**src/sv/can_signal_frame_packer_macros.svh**
```systemverilog
// Assertion macros shared by the frame packer RTL.
// Relies on a clock named clock and a synchronous active-high reset named reset.
`ifndef CAN_SIGNAL_FRAME_PACKER_MACROS_SVH
`define CAN_SIGNAL_FRAME_PACKER_MACROS_SVH

// Consequent must hold in the same cycle as the antecedent.
`define CSFP_ASSERT_IMP(lbl, ante, cons) \
   lbl: assert property (@(posedge clock) disable iff (reset) (ante) |-> (cons)) \
      else $error("frame packer check failed: same-cycle implication");

// Consequent must hold in the cycle after the antecedent.
`define CSFP_ASSERT_NXT(lbl, ante, cons) \
   lbl: assert property (@(posedge clock) disable iff (reset) (ante) |=> (cons)) \
      else $error("frame packer check failed: next-cycle implication");

`endif

```
**src/sv/csfp_pkg.sv**
```systemverilog
// Types, codes and the DLC length table for the CAN signal frame packer.
// No dependencies.
package csfp_pkg;

   // Byte pointer wide enough to step past the end of the largest payload.
   typedef logic [6:0] ptr_type;

   // One access slot on the payload store: read port and write port.
   typedef struct packed {
      logic       rd_en;
      ptr_type    rd_ptr;
      logic       wr_en;
      ptr_type    wr_ptr;
      logic [7:0] wr_data;
   } mem_req_type;

   localparam logic       REQ_WRITE     = 1'b0;
   localparam logic       REQ_SEND      = 1'b1;
   localparam logic [1:0] KIND_UNSIGNED = 2'd0;
   localparam logic [1:0] KIND_SIGNED   = 2'd1;
   localparam logic [1:0] KIND_RAW      = 2'd2;
   localparam logic       ORDER_INTEL   = 1'b1;
   localparam logic [6:0] FIELD_MAX_LEN = 7'd64;

   // CAN FD data length code to byte count.
   function automatic logic [6:0] dlc_len(input logic [3:0] dlc);
      logic [6:0] n;
      case (dlc)
         4'd9:    n = 7'd12;
         4'd10:   n = 7'd16;
         4'd11:   n = 7'd20;
         4'd12:   n = 7'd24;
         4'd13:   n = 7'd32;
         4'd14:   n = 7'd48;
         4'd15:   n = 7'd64;
         default: n = {3'b000, dlc};
      endcase
      return n;
   endfunction

endpackage

```
**src/sv/csfp_cond.sv**
```systemverilog
// Value conditioning: saturate unsigned or signed values to the field width; raw values pass through.
// Depends on csfp_pkg for the value kind codes.
module csfp_cond (
   input  logic [63:0] raw_value,
   input  logic [1:0]  value_kind,
   input  logic [6:0]  sig_len,
   output logic [63:0] cond_value,
   output logic [63:0] len_mask
);

   logic        neg;
   logic        full;
   logic [6:0]  len_m1;
   logic [63:0] hi_mask;
   logic [63:0] sgn_val;
   logic [63:0] uns_val;

   always_comb begin
      neg     = raw_value[63];
      full    = (sig_len >= csfp_pkg::FIELD_MAX_LEN);
      len_m1  = sig_len - 7'd1;
      len_mask = full ? {64{1'b1}} : ((64'd1 << sig_len[5:0]) - 64'd1);
      // Bits from the field's sign position upwards.
      hi_mask = {64{1'b1}} << len_m1[5:0];

      if (full) begin
         sgn_val = raw_value;
      end else if (!neg && ((raw_value & hi_mask) != 64'd0)) begin
         sgn_val = ~hi_mask & len_mask;
      end else if (neg && ((raw_value & hi_mask) != hi_mask)) begin
         sgn_val = hi_mask & len_mask;
      end else begin
         sgn_val = raw_value & len_mask;
      end

      if (neg) begin
         uns_val = 64'd0;
      end else if (!full && ((raw_value & ~len_mask) != 64'd0)) begin
         uns_val = len_mask;
      end else begin
         uns_val = raw_value;
      end

      case (value_kind)
         csfp_pkg::KIND_RAW:    cond_value = raw_value;
         csfp_pkg::KIND_SIGNED: cond_value = sgn_val;
         default:               cond_value = uns_val;
      endcase
   end

endmodule

```
**src/sv/csfp_store.sv**
```systemverilog
// Payload byte store: synchronous memory with a registered read.
// Depends on csfp_pkg for the access struct; a per-byte valid vector stands in for the clear.
module csfp_store #(
   parameter int PAYLOAD_BYTES = 64
) (
   input  logic                  clock,
   input  logic                  reset,
   input  csfp_pkg::mem_req_type mreq,
   output logic [7:0]            rd_data
);

   localparam int AW = $clog2(PAYLOAD_BYTES);

   logic [7:0]               mem [PAYLOAD_BYTES];
   logic [PAYLOAD_BYTES-1:0] vld_ff;
   logic [7:0]               rd_q_ff;
   logic                     rd_vld_ff;

   always_ff @(posedge clock) begin
      if (mreq.wr_en) begin
         mem[mreq.wr_ptr[AW-1:0]] <= mreq.wr_data;
      end
      if (mreq.rd_en) begin
         rd_q_ff   <= mem[mreq.rd_ptr[AW-1:0]];
         rd_vld_ff <= vld_ff[mreq.rd_ptr[AW-1:0]];
      end
   end

   // Bytes never written since reset read as zero.
   always_ff @(posedge clock) begin
      if (reset) begin
         vld_ff <= '0;
      end else if (mreq.wr_en) begin
         vld_ff[mreq.wr_ptr[AW-1:0]] <= 1'b1;
      end
   end

   assign rd_data = rd_vld_ff ? rd_q_ff : 8'd0;

endmodule

```
**src/sv/can_signal_frame_packer.sv**
```systemverilog
// CAN / CAN FD signal frame packer: packs conditioned signals into a payload store
// and streams the payload out. Depends on csfp_pkg, csfp_cond, csfp_store, macros header.
//
//   channel | direction | handshake              | carries
//   req_    | in        | req_valid / req_stall  | write or send transaction
//   rsp_    | out       | rsp_valid / rsp_stall  | one payload byte per transaction
//   csr_    | in        | csr_valid / csr_ready  | len_code (data length code)
//
// A write transaction steps through accept, condition, align, one read-modify-write per touched
// payload byte (1 to 9) and a final write-back.
// Emission reads each byte from the store and then loads it into the output register while
// rsp_stall is low; a stall holds the output register and the sequencer waits on it.
// Reset is synchronous: control state clears, len_code goes to 8 and every stored byte is
// invalidated at once, so no clearing pass is needed.
`include "can_signal_frame_packer_macros.svh"

module can_signal_frame_packer #(
   parameter int PAYLOAD_BYTES = 64
) (
   input  logic        clock,
   input  logic        reset,
   // request channel
   input  logic        req_valid,
   output logic        req_stall,
   input  logic        req_type,
   input  logic [63:0] req_raw_value,
   input  logic [1:0]  req_value_kind,
   input  logic [8:0]  req_first_bit,
   input  logic [6:0]  req_sig_len,
   input  logic        req_endian,
   input  logic        req_send_after,
   // response channel
   output logic        rsp_valid,
   input  logic        rsp_stall,
   output logic [7:0]  rsp_data_byte,
   output logic [5:0]  rsp_byte_index,
   output logic        rsp_last,
   // configuration
   input  logic        csr_valid,
   output logic        csr_ready,
   input  logic [3:0]  csr_len_code
);

   localparam logic [6:0] PB = 7'(PAYLOAD_BYTES);

   localparam logic [2:0] ST_IDLE    = 3'd0;
   localparam logic [2:0] ST_COND    = 3'd1;
   localparam logic [2:0] ST_ALIGN   = 3'd2;
   localparam logic [2:0] ST_RMW     = 3'd3;
   localparam logic [2:0] ST_DRAIN   = 3'd4;
   localparam logic [2:0] ST_EMIT_RD = 3'd5;
   localparam logic [2:0] ST_EMIT_LD = 3'd6;

   // control state
   logic [2:0]  state_ff, state_in;
   logic [3:0]  dlc_ff, dlc_in;
   logic        pend_ff, pend_in;
   logic        rsp_valid_ff, rsp_valid_in;
   // transaction fields
   logic        typ_ff, typ_in;
   logic [63:0] raw_ff, raw_in;
   logic [1:0]  kind_ff, kind_in;
   logic [8:0]  start_ff, start_in;
   logic [6:0]  len_ff, len_in;
   logic        order_ff, order_in;
   logic        send_ff, send_in;
   // datapath
   logic [63:0] val_ff, val_in;
   logic [71:0] dat_ff, dat_in;
   logic [71:0] msk_ff, msk_in;
   csfp_pkg::ptr_type ptr_ff, ptr_in;
   csfp_pkg::ptr_type wptr_ff, wptr_in;
   logic [7:0]  wdat_ff, wdat_in;
   logic [7:0]  wmsk_ff, wmsk_in;
   logic [6:0]  emit_n_ff, emit_n_in;
   logic [6:0]  emit_k_ff, emit_k_in;
   logic [7:0]  rsp_data_ff, rsp_data_in;
   logic [5:0]  rsp_idx_ff, rsp_idx_in;
   logic        rsp_last_ff, rsp_last_in;

   logic [63:0] cond_value;
   logic [63:0] len_mask;
   logic [7:0]  rd_data;
   csfp_pkg::mem_req_type mreq;

   logic        req_acc;
   logic        rsp_take;
   logic        out_free;
   logic [6:0]  frame_n;
   logic [6:0]  top_sh;
   logic [2:0]  mot_sh;
   logic [63:0] mot_val;
   logic [63:0] mot_msk;
   logic [7:0]  cur_dat;
   logic [7:0]  cur_msk;
   logic [71:0] nxt_dat;
   logic [71:0] nxt_msk;

   csfp_cond u_cond (
      .raw_value  (raw_ff),
      .value_kind (kind_ff),
      .sig_len    (len_ff),
      .cond_value (cond_value),
      .len_mask   (len_mask)
   );

   csfp_store #(
      .PAYLOAD_BYTES (PAYLOAD_BYTES)
   ) u_store (
      .clock   (clock),
      .reset   (reset),
      .mreq    (mreq),
      .rd_data (rd_data)
   );

   assign req_stall      = (state_ff != ST_IDLE);
   assign csr_ready      = (state_ff == ST_IDLE);
   assign rsp_valid      = rsp_valid_ff;
   assign rsp_data_byte  = rsp_data_ff;
   assign rsp_byte_index = rsp_idx_ff;
   assign rsp_last       = rsp_last_ff;

   assign req_acc  = req_valid && !req_stall;
   assign rsp_take = rsp_valid_ff && !rsp_stall;
   assign out_free = !rsp_valid_ff || !rsp_stall;

   always_comb begin
      // byte count of the frame, capped at the store size
      frame_n = (csfp_pkg::dlc_len(dlc_ff) > PB) ? PB : csfp_pkg::dlc_len(dlc_ff);

      // Motorola: top-align the field, then drop it so its MSB lands on the first bit
      top_sh  = csfp_pkg::FIELD_MAX_LEN - len_ff;
      mot_sh  = 3'd7 - start_ff[2:0];
      mot_val = val_ff << top_sh[5:0];
      mot_msk = ~({64{1'b1}} >> len_ff);

      // Intel walks the aligned word from the bottom, Motorola from the top
      if (order_ff == csfp_pkg::ORDER_INTEL) begin
         cur_dat = dat_ff[7:0];
         cur_msk = msk_ff[7:0];
         nxt_dat = dat_ff >> 8;
         nxt_msk = msk_ff >> 8;
      end else begin
         cur_dat = dat_ff[71:64];
         cur_msk = msk_ff[71:64];
         nxt_dat = dat_ff << 8;
         nxt_msk = msk_ff << 8;
      end
   end

   always_comb begin
      state_in     = state_ff;
      dlc_in       = dlc_ff;
      pend_in      = 1'b0;
      rsp_valid_in = rsp_valid_ff && !rsp_take;
      typ_in       = typ_ff;
      raw_in       = raw_ff;
      kind_in      = kind_ff;
      start_in     = start_ff;
      len_in       = len_ff;
      order_in     = order_ff;
      send_in      = send_ff;
      val_in       = val_ff;
      dat_in       = dat_ff;
      msk_in       = msk_ff;
      ptr_in       = ptr_ff;
      wptr_in      = wptr_ff;
      wdat_in      = wdat_ff;
      wmsk_in      = wmsk_ff;
      emit_n_in    = emit_n_ff;
      emit_k_in    = emit_k_ff;
      rsp_data_in  = rsp_data_ff;
      rsp_idx_in   = rsp_idx_ff;
      rsp_last_in  = rsp_last_ff;

      // merge the byte read last cycle and write it back
      mreq.rd_en   = 1'b0;
      mreq.rd_ptr  = ptr_ff;
      mreq.wr_en   = pend_ff && (wptr_ff < PB);
      mreq.wr_ptr  = wptr_ff;
      mreq.wr_data = (rd_data & ~wmsk_ff) | (wdat_ff & wmsk_ff);

      if (csr_valid && csr_ready) begin
         dlc_in = csr_len_code;
      end

      case (state_ff)
         ST_IDLE: begin
            if (req_acc) begin
               typ_in   = req_type;
               raw_in   = req_raw_value;
               kind_in  = req_value_kind;
               start_in = req_first_bit;
               // clamp an overlong length to the full word
               len_in   = (req_sig_len > csfp_pkg::FIELD_MAX_LEN) ?
                          csfp_pkg::FIELD_MAX_LEN : req_sig_len;
               order_in = req_endian;
               send_in  = req_send_after;
               state_in = ST_COND;
            end
         end
         ST_COND: begin
            val_in    = cond_value;
            emit_n_in = frame_n;
            emit_k_in = 7'd0;
            if (typ_ff == csfp_pkg::REQ_SEND || len_ff == 7'd0) begin
               // nothing to pack: emit now if asked and the frame is not empty, else drop back to idle
               if ((typ_ff == csfp_pkg::REQ_SEND || send_ff) && frame_n != 7'd0) begin
                  state_in = ST_EMIT_RD;
               end else begin
                  state_in = ST_IDLE;
               end
            end else begin
               state_in = ST_ALIGN;
            end
         end
         ST_ALIGN: begin
            ptr_in = {1'b0, start_ff[8:3]};
            if (order_ff == csfp_pkg::ORDER_INTEL) begin
               dat_in = {8'd0, val_ff} << start_ff[2:0];
               msk_in = {8'd0, len_mask} << start_ff[2:0];
            end else begin
               dat_in = {mot_val, 8'd0} >> mot_sh;
               msk_in = {mot_msk, 8'd0} >> mot_sh;
            end
            state_in = ST_RMW;
         end
         ST_RMW: begin
            // read this byte; its write-back follows next cycle, while any read then goes to a different address
            mreq.rd_en = (ptr_ff < PB);
            pend_in    = 1'b1;
            wptr_in    = ptr_ff;
            wdat_in    = cur_dat;
            wmsk_in    = cur_msk;
            dat_in     = nxt_dat;
            msk_in     = nxt_msk;
            ptr_in     = ptr_ff + 7'd1;
            if (nxt_msk == 72'd0) begin
               state_in = ST_DRAIN;
            end
         end
         ST_DRAIN: begin
            // last write-back happens here, before any emission read
            if (send_ff && emit_n_ff != 7'd0) begin
               state_in = ST_EMIT_RD;
            end else begin
               state_in = ST_IDLE;
            end
         end
         ST_EMIT_RD: begin
            mreq.rd_en  = 1'b1;
            mreq.rd_ptr = emit_k_ff;
            state_in    = ST_EMIT_LD;
         end
         ST_EMIT_LD: begin
            // hold the read byte until the output register frees up
            if (out_free) begin
               rsp_valid_in = 1'b1;
               rsp_data_in  = rd_data;
               rsp_idx_in   = emit_k_ff[5:0];
               rsp_last_in  = (emit_k_ff + 7'd1 == emit_n_ff);
               emit_k_in    = emit_k_ff + 7'd1;
               state_in     = (emit_k_ff + 7'd1 == emit_n_ff) ? ST_IDLE : ST_EMIT_RD;
            end
         end
         default: begin
            state_in = ST_IDLE;
         end
      endcase
   end

   always_ff @(posedge clock) begin
      if (reset) begin
         state_ff     <= ST_IDLE;
         dlc_ff       <= 4'd8;
         pend_ff      <= 1'b0;
         rsp_valid_ff <= 1'b0;
      end else begin
         state_ff     <= state_in;
         dlc_ff       <= dlc_in;
         pend_ff      <= pend_in;
         rsp_valid_ff <= rsp_valid_in;
      end
   end

   always_ff @(posedge clock) begin
      typ_ff      <= typ_in;
      raw_ff      <= raw_in;
      kind_ff     <= kind_in;
      start_ff    <= start_in;
      len_ff      <= len_in;
      order_ff    <= order_in;
      send_ff     <= send_in;
      val_ff      <= val_in;
      dat_ff      <= dat_in;
      msk_ff      <= msk_in;
      ptr_ff      <= ptr_in;
      wptr_ff     <= wptr_in;
      wdat_ff     <= wdat_in;
      wmsk_ff     <= wmsk_in;
      emit_n_ff   <= emit_n_in;
      emit_k_ff   <= emit_k_in;
      rsp_data_ff <= rsp_data_in;
      rsp_idx_ff  <= rsp_idx_in;
      rsp_last_ff <= rsp_last_in;
   end

   // a write-back and a read in the same cycle never hit the same byte
   `CSFP_ASSERT_IMP(a_no_rmw_overlap, pend_ff && mreq.rd_en, wptr_ff != mreq.rd_ptr)
   // every byte visited in the packing loop carries at least one field bit
   `CSFP_ASSERT_IMP(a_rmw_mask_live, state_ff == ST_RMW, cur_msk != 8'd0)
   // emission never runs past the frame length
   `CSFP_ASSERT_IMP(a_emit_in_range, state_ff == ST_EMIT_RD || state_ff == ST_EMIT_LD,
                    emit_k_ff < emit_n_ff)
   // the store is not written while the payload streams out
   `CSFP_ASSERT_IMP(a_no_write_on_emit, state_ff == ST_EMIT_RD || state_ff == ST_EMIT_LD,
                    !mreq.wr_en)
   // the last byte of a frame returns the sequencer to idle
   `CSFP_ASSERT_NXT(a_last_to_idle, state_ff == ST_EMIT_LD && out_free &&
                    emit_k_ff + 7'd1 == emit_n_ff, state_ff == ST_IDLE && rsp_last_ff)

endmodule
```
**config.mk**
```make
export PLATFORM = sky130hd
export DESIGN_NAME = can_signal_frame_packer
export DESIGN_NICKNAME = d
export VERILOG_FILES = /design/src/sv/csfp_pkg.sv /design/src/sv/csfp_cond.sv /design/src/sv/csfp_store.sv /design/src/sv/can_signal_frame_packer.sv
export VERILOG_INCLUDE_DIRS = /design/src /design/src/sv
export SDC_FILE = /design/constraint.sdc
export NUM_CORES = 2
export LEC_CHECK = 0
export ABC_CLOCK_PERIOD_IN_PS = 9900
export BUFFER_PORTS_ARGS = -buffer_cell sky130_fd_sc_hd__buf_2
export CAP_MARGIN = 20
export CORE_MARGIN = 8
export CORE_UTILIZATION = 55
export DETAILED_ROUTE_END_ITERATION = 10
export PLACE_DENSITY = 0.76
export SYNTH_ARGS = -nofsm -noshare
export SYNTH_HDL_FRONTEND = slang
export SYNTH_SLANG_ARGS = --single-unit
```
**constraint.sdc**
```tcl
create_clock -name clock -period 9.9 [get_ports clock]
set_input_delay 1.98 -clock clock [delete_from_list [all_inputs] [get_ports clock]]
set_output_delay 1.98 -clock clock [all_outputs]
set_load 0.05 [all_outputs]
```
==> summary.md <==
| Metric | Value |
|---|---|
| Worst Path Max Fanout | between 40 and 50 |
| Die area | about 120000 sq um |
| Fmax | between 100 and 150 MHz |
| CTS max path bufs | 3 |
| Filler Cell Count | approximately 8300 |
| Reg2reg path depth | 18 |
| # setup viols final | 0 |
| Detail Route Antenna Nets | 0 |
| Hold EP | u_store.vld_ff[29] |
| Clock-pin slew on the worst setup and hold paths | 0.07 ns |
| Period utilization | about 80% |
| Post-Route Setup TNS | 0 ns |
| Post-synthesis compound-gate area fraction | between 10% and 20% |
| Final Cell Area | between 60000 and 70000 sq um |
| Share of cells above drive strength 1 | 16.4% |
| Post-route insts no fill | between 6000 and 7000 |
| Seq/Total Area, Yosys | roughly 48% |
| Cts repair resizes | 0 |
| Global Route Usage Sum | around two fifths |
| Hold Path Stages | 2 |
| Post-DP Area | roughly 60000 sq um |
| Num CTS Buffers | between 90 and 100 |
| Vias in the first global route | between 40000 and 50000 |
| Reg2Reg Setup Slack | around 2 ns |
| Max transition margin | just under 7% |
| Asr flop ratio synth | 0% |
| Final worst slack | around 2 ns |
| CTS tree | done |
| Cts hold-fix bufs | 0 |
| Setup Skew | 0.0696 ns |
| Clk sink count | ~950 |
| Hold Crit Start | u_store.vld_ff[29] |
| Critical path class | reg2reg |
| GPL Wtd Cong | roughly 1.1 |
| Final #Nets | approximately 5400 |
| Synth top area share | 45.2% |
| LEAKAGE | 21.5 nW |
| Core ar. | 105000 sq um |
| Peak supply drop | around 0.00023 V |
| Max-cap viol count | 0 |
| Syn Area/Cell | ~11 sq um |
| Adder-Cell Fraction of Synth Area | 0.367% |
| H-tree lvl count | 3 |
| # rows | 119 |
| Power density over the cells | 345 nW/um^2 |
| Syn Inst Count | between 5000 and 6000 |
| Worst Path Required | between 10 and 15 ns |
| Status | completed |
| Synth-to-Final Area Change | 9.01% |
| Initial antenna violation count | 9 |
| Initial core utilization | between 50% and 60% |
| Post-synthesis register bit count | roughly 950 |
| Startpoint types | flip-flop |
| Worst-Skew Late Latency | ~0.74 ns |
| Post-synthesis xor/xnor area fraction | 0.784% |
| Number of flops mapped to enable cells by yosys | approximately 870 |
| Root Buffer Master | clkbuf_16 |
| Chip Width | between 300 and 400 um |
| Min Tclk post-route | roughly 7.9 ns |
| Fin. Hold Viols | 0 |
| Initial drt markers | about 8200 |
| Pin count of the biggest net entering global routing | 204 |
| Main combinational cell family by area after synthesis | multiplexers |
| Chip height | between 300 and 400 um |
| Via count of the routed design | roughly 50000 |
| Global-route wire length before repair | approximately 350000 um |
| GRT overflow | 0 |
| # port buffers | between 100 and 150 |
| Multiplexer area fraction after synthesis | between 10% and 20% |
| Post-Syn Area | around 58000 sq um |
| Synth area leader | edfxtp_1 |
| Dpl ws | 2.25 ns |
| Crit path capture type | flip-flop |
| Drt pass-1 iters | 7 |
| Synthesis Warnings | 0 |
| DR DRC count | 0 |
| Worst r2r dst | val_ff[30] |
| Critical R2R Launch | len_ff[0] |
| Postcts setup bufs | 0 |
| Hold Path Class | reg2reg |
| Simple-Gate Fraction of Synth Area | 13.5% |
| PnR Total Power | ~0.022 W |
| Max-slew violations | 0 |
| Distinct cells, synth | a little over 90 |
| Worst Path Arrival | around 8.5 ns |
| Final WL | 246000 um |
| RSZ-0062 raised after global routing | no |
| Synth top area cells | edfxtp_1, mux4_2, mux2i_1 |
| Post-synth top flop | edfxtp_1 |
| Mapped Nets | 5531 |
| Per-cell routed wire length | between 30 and 40 um |
| Detailed Place HPWL | ~170000 um |
| Vias per cell | around 7.4 |
| Least-Margin Pin Slew | 1.40 ns |
| Io pins | 112 |
| Dpl cells | 6602 |
## routing by layer
metal	up-vias	GRT usage [%]	part of all wire [%]
li1	20700	-	-
met1	24500	51.3	35
met3	950	7.62	11
met5	-	0	0.010
met4	4	28.6	8.9
met2	4245	63.7	45
## power breakdown
group          internal (W)  switching (W)
clock network       0.00209        0.00171
logic               0.00396        0.00767
registers           0.00536        0.00101
## per-stage QoR
step | hold WS (ns) | util [%]
after floorplan | 0.435 | -
after global placement | 0.444 | 57.0
after detailed placement | 0.453 | 57.0
after CTS | 0.475 | 60.1
after global routing | 0.501 | 60.2
final | 0.468 | 60.2
## cell usage in the layout, fill, tap and decap left out, types with 28 or more instances in the layout
cell,count
buf_4,146
a211oi_1,138
a221oi_1,32
a31oi_1,88
nand2_1,561
a21oi_1,399
mux2_2,101
inv_1,56
buf_2,113
o211ai_1,73
nor3_1,111
o22ai_1,58
mux2i_1,268
and3_1,32
mux4_2,269
clkbuf_16,96
o2bb2ai_1,28
edfxtp_1,873
nor2b_1,53
nor2_1,587
a22oi_1,47
o21ai_0,309
and2_1,68
nand3_1,119
dfxtp_1,73
## worst max path at each step
| stage | slack [ns] | to | startpoint |
|---|---|---|---|
| final | 1.99 | val_ff[30] | len_ff[0] |
| after detailed placement | 2.25 | val_ff[30] | len_ff[0] |
| after CTS | 2.19 | val_ff[30] | len_ff[0] |
| after global placement | 2.36 | val_ff[4] | len_ff[0] |
| after floorplan | 1.42 | u_store.rd_q_ff[0] | state_ff[1] |
| after global routing | 1.61 | val_ff[30] | len_ff[0] |
## critical path, cell delays in order, from the launching register on
cell	delay, ns
edfxtp_1	0.32
buf_4	0.49
inv_1	0.46
ha_4	0.33
ha_1	0.28
nand2_1	0.31
ha_1	0.31
inv_1	0.08
a21oi_1	0.25
nand2_1	0.37
nor4_4	0.64
mux2i_1	0.87
nand2b_1	0.20
nand4_1	0.12
a2111oi_0	0.43
nand4_1	0.22
nor3_4	0.81
a21o_2	0.93
a22o_1	0.30
## sequential cells by signal (all words and copies together) (netlist names), 2 cells and up
| name | flops |
|---|---|
| dat_ff | 72 |
| dlc_ff | 4 |
| emit_k_ff | 7 |
| emit_n_ff | 7 |
| kind_ff | 2 |
| len_ff | 7 |
| msk_ff | 72 |
| ptr_ff | 7 |
| raw_ff | 64 |
| rsp_byte_index | 6 |
| rsp_data_byte | 8 |
| start_ff | 9 |
| state_ff | 3 |
| u_store.mem | 512 |
| u_store.rd_q_ff | 8 |
| u_store.vld_ff | 64 |
| val_ff | 64 |
| wdat_ff | 8 |
| wmsk_ff | 8 |
| wptr_ff | 7 |
## cells by family after synthesis
group,after synthesis
flip-flops,946
XOR/XNOR,51
AND/OR/NAND/NOR,1730
adder cells (fa/ha/maj),17
AO/OA/AOI/OAI,1497
multiplexers,644
buffers and inverters,535
## cell type report
type	count	area (sq um)	share of cell area [%]
repair buffers	269	1820	2.88
clock buffers	126	2640	4.17
multi-input cells	3939	28400	45.0
flip-flops and latches	946	27700	43.8
diodes	6	15.0	0.0238
inverters	63	241	0.382
well taps	1391	1740	2.76
clock inverters	56	627	0.992
## Yosys cell counts, drive strengths merged, types with 60 or more instances
cell type	count
clkbuf	331
nor3	116
mux4	269
buf	141
mux2i	273
nor2	590
dfxtp	73
a21oi	400
inv	60
and2	75
o21ai	313
mux2	102
edfxtp	873
a211oi	142
o211ai	73
nand3	119
a31oi	88
nand2	563
Power figures use the tool's default switching activity.
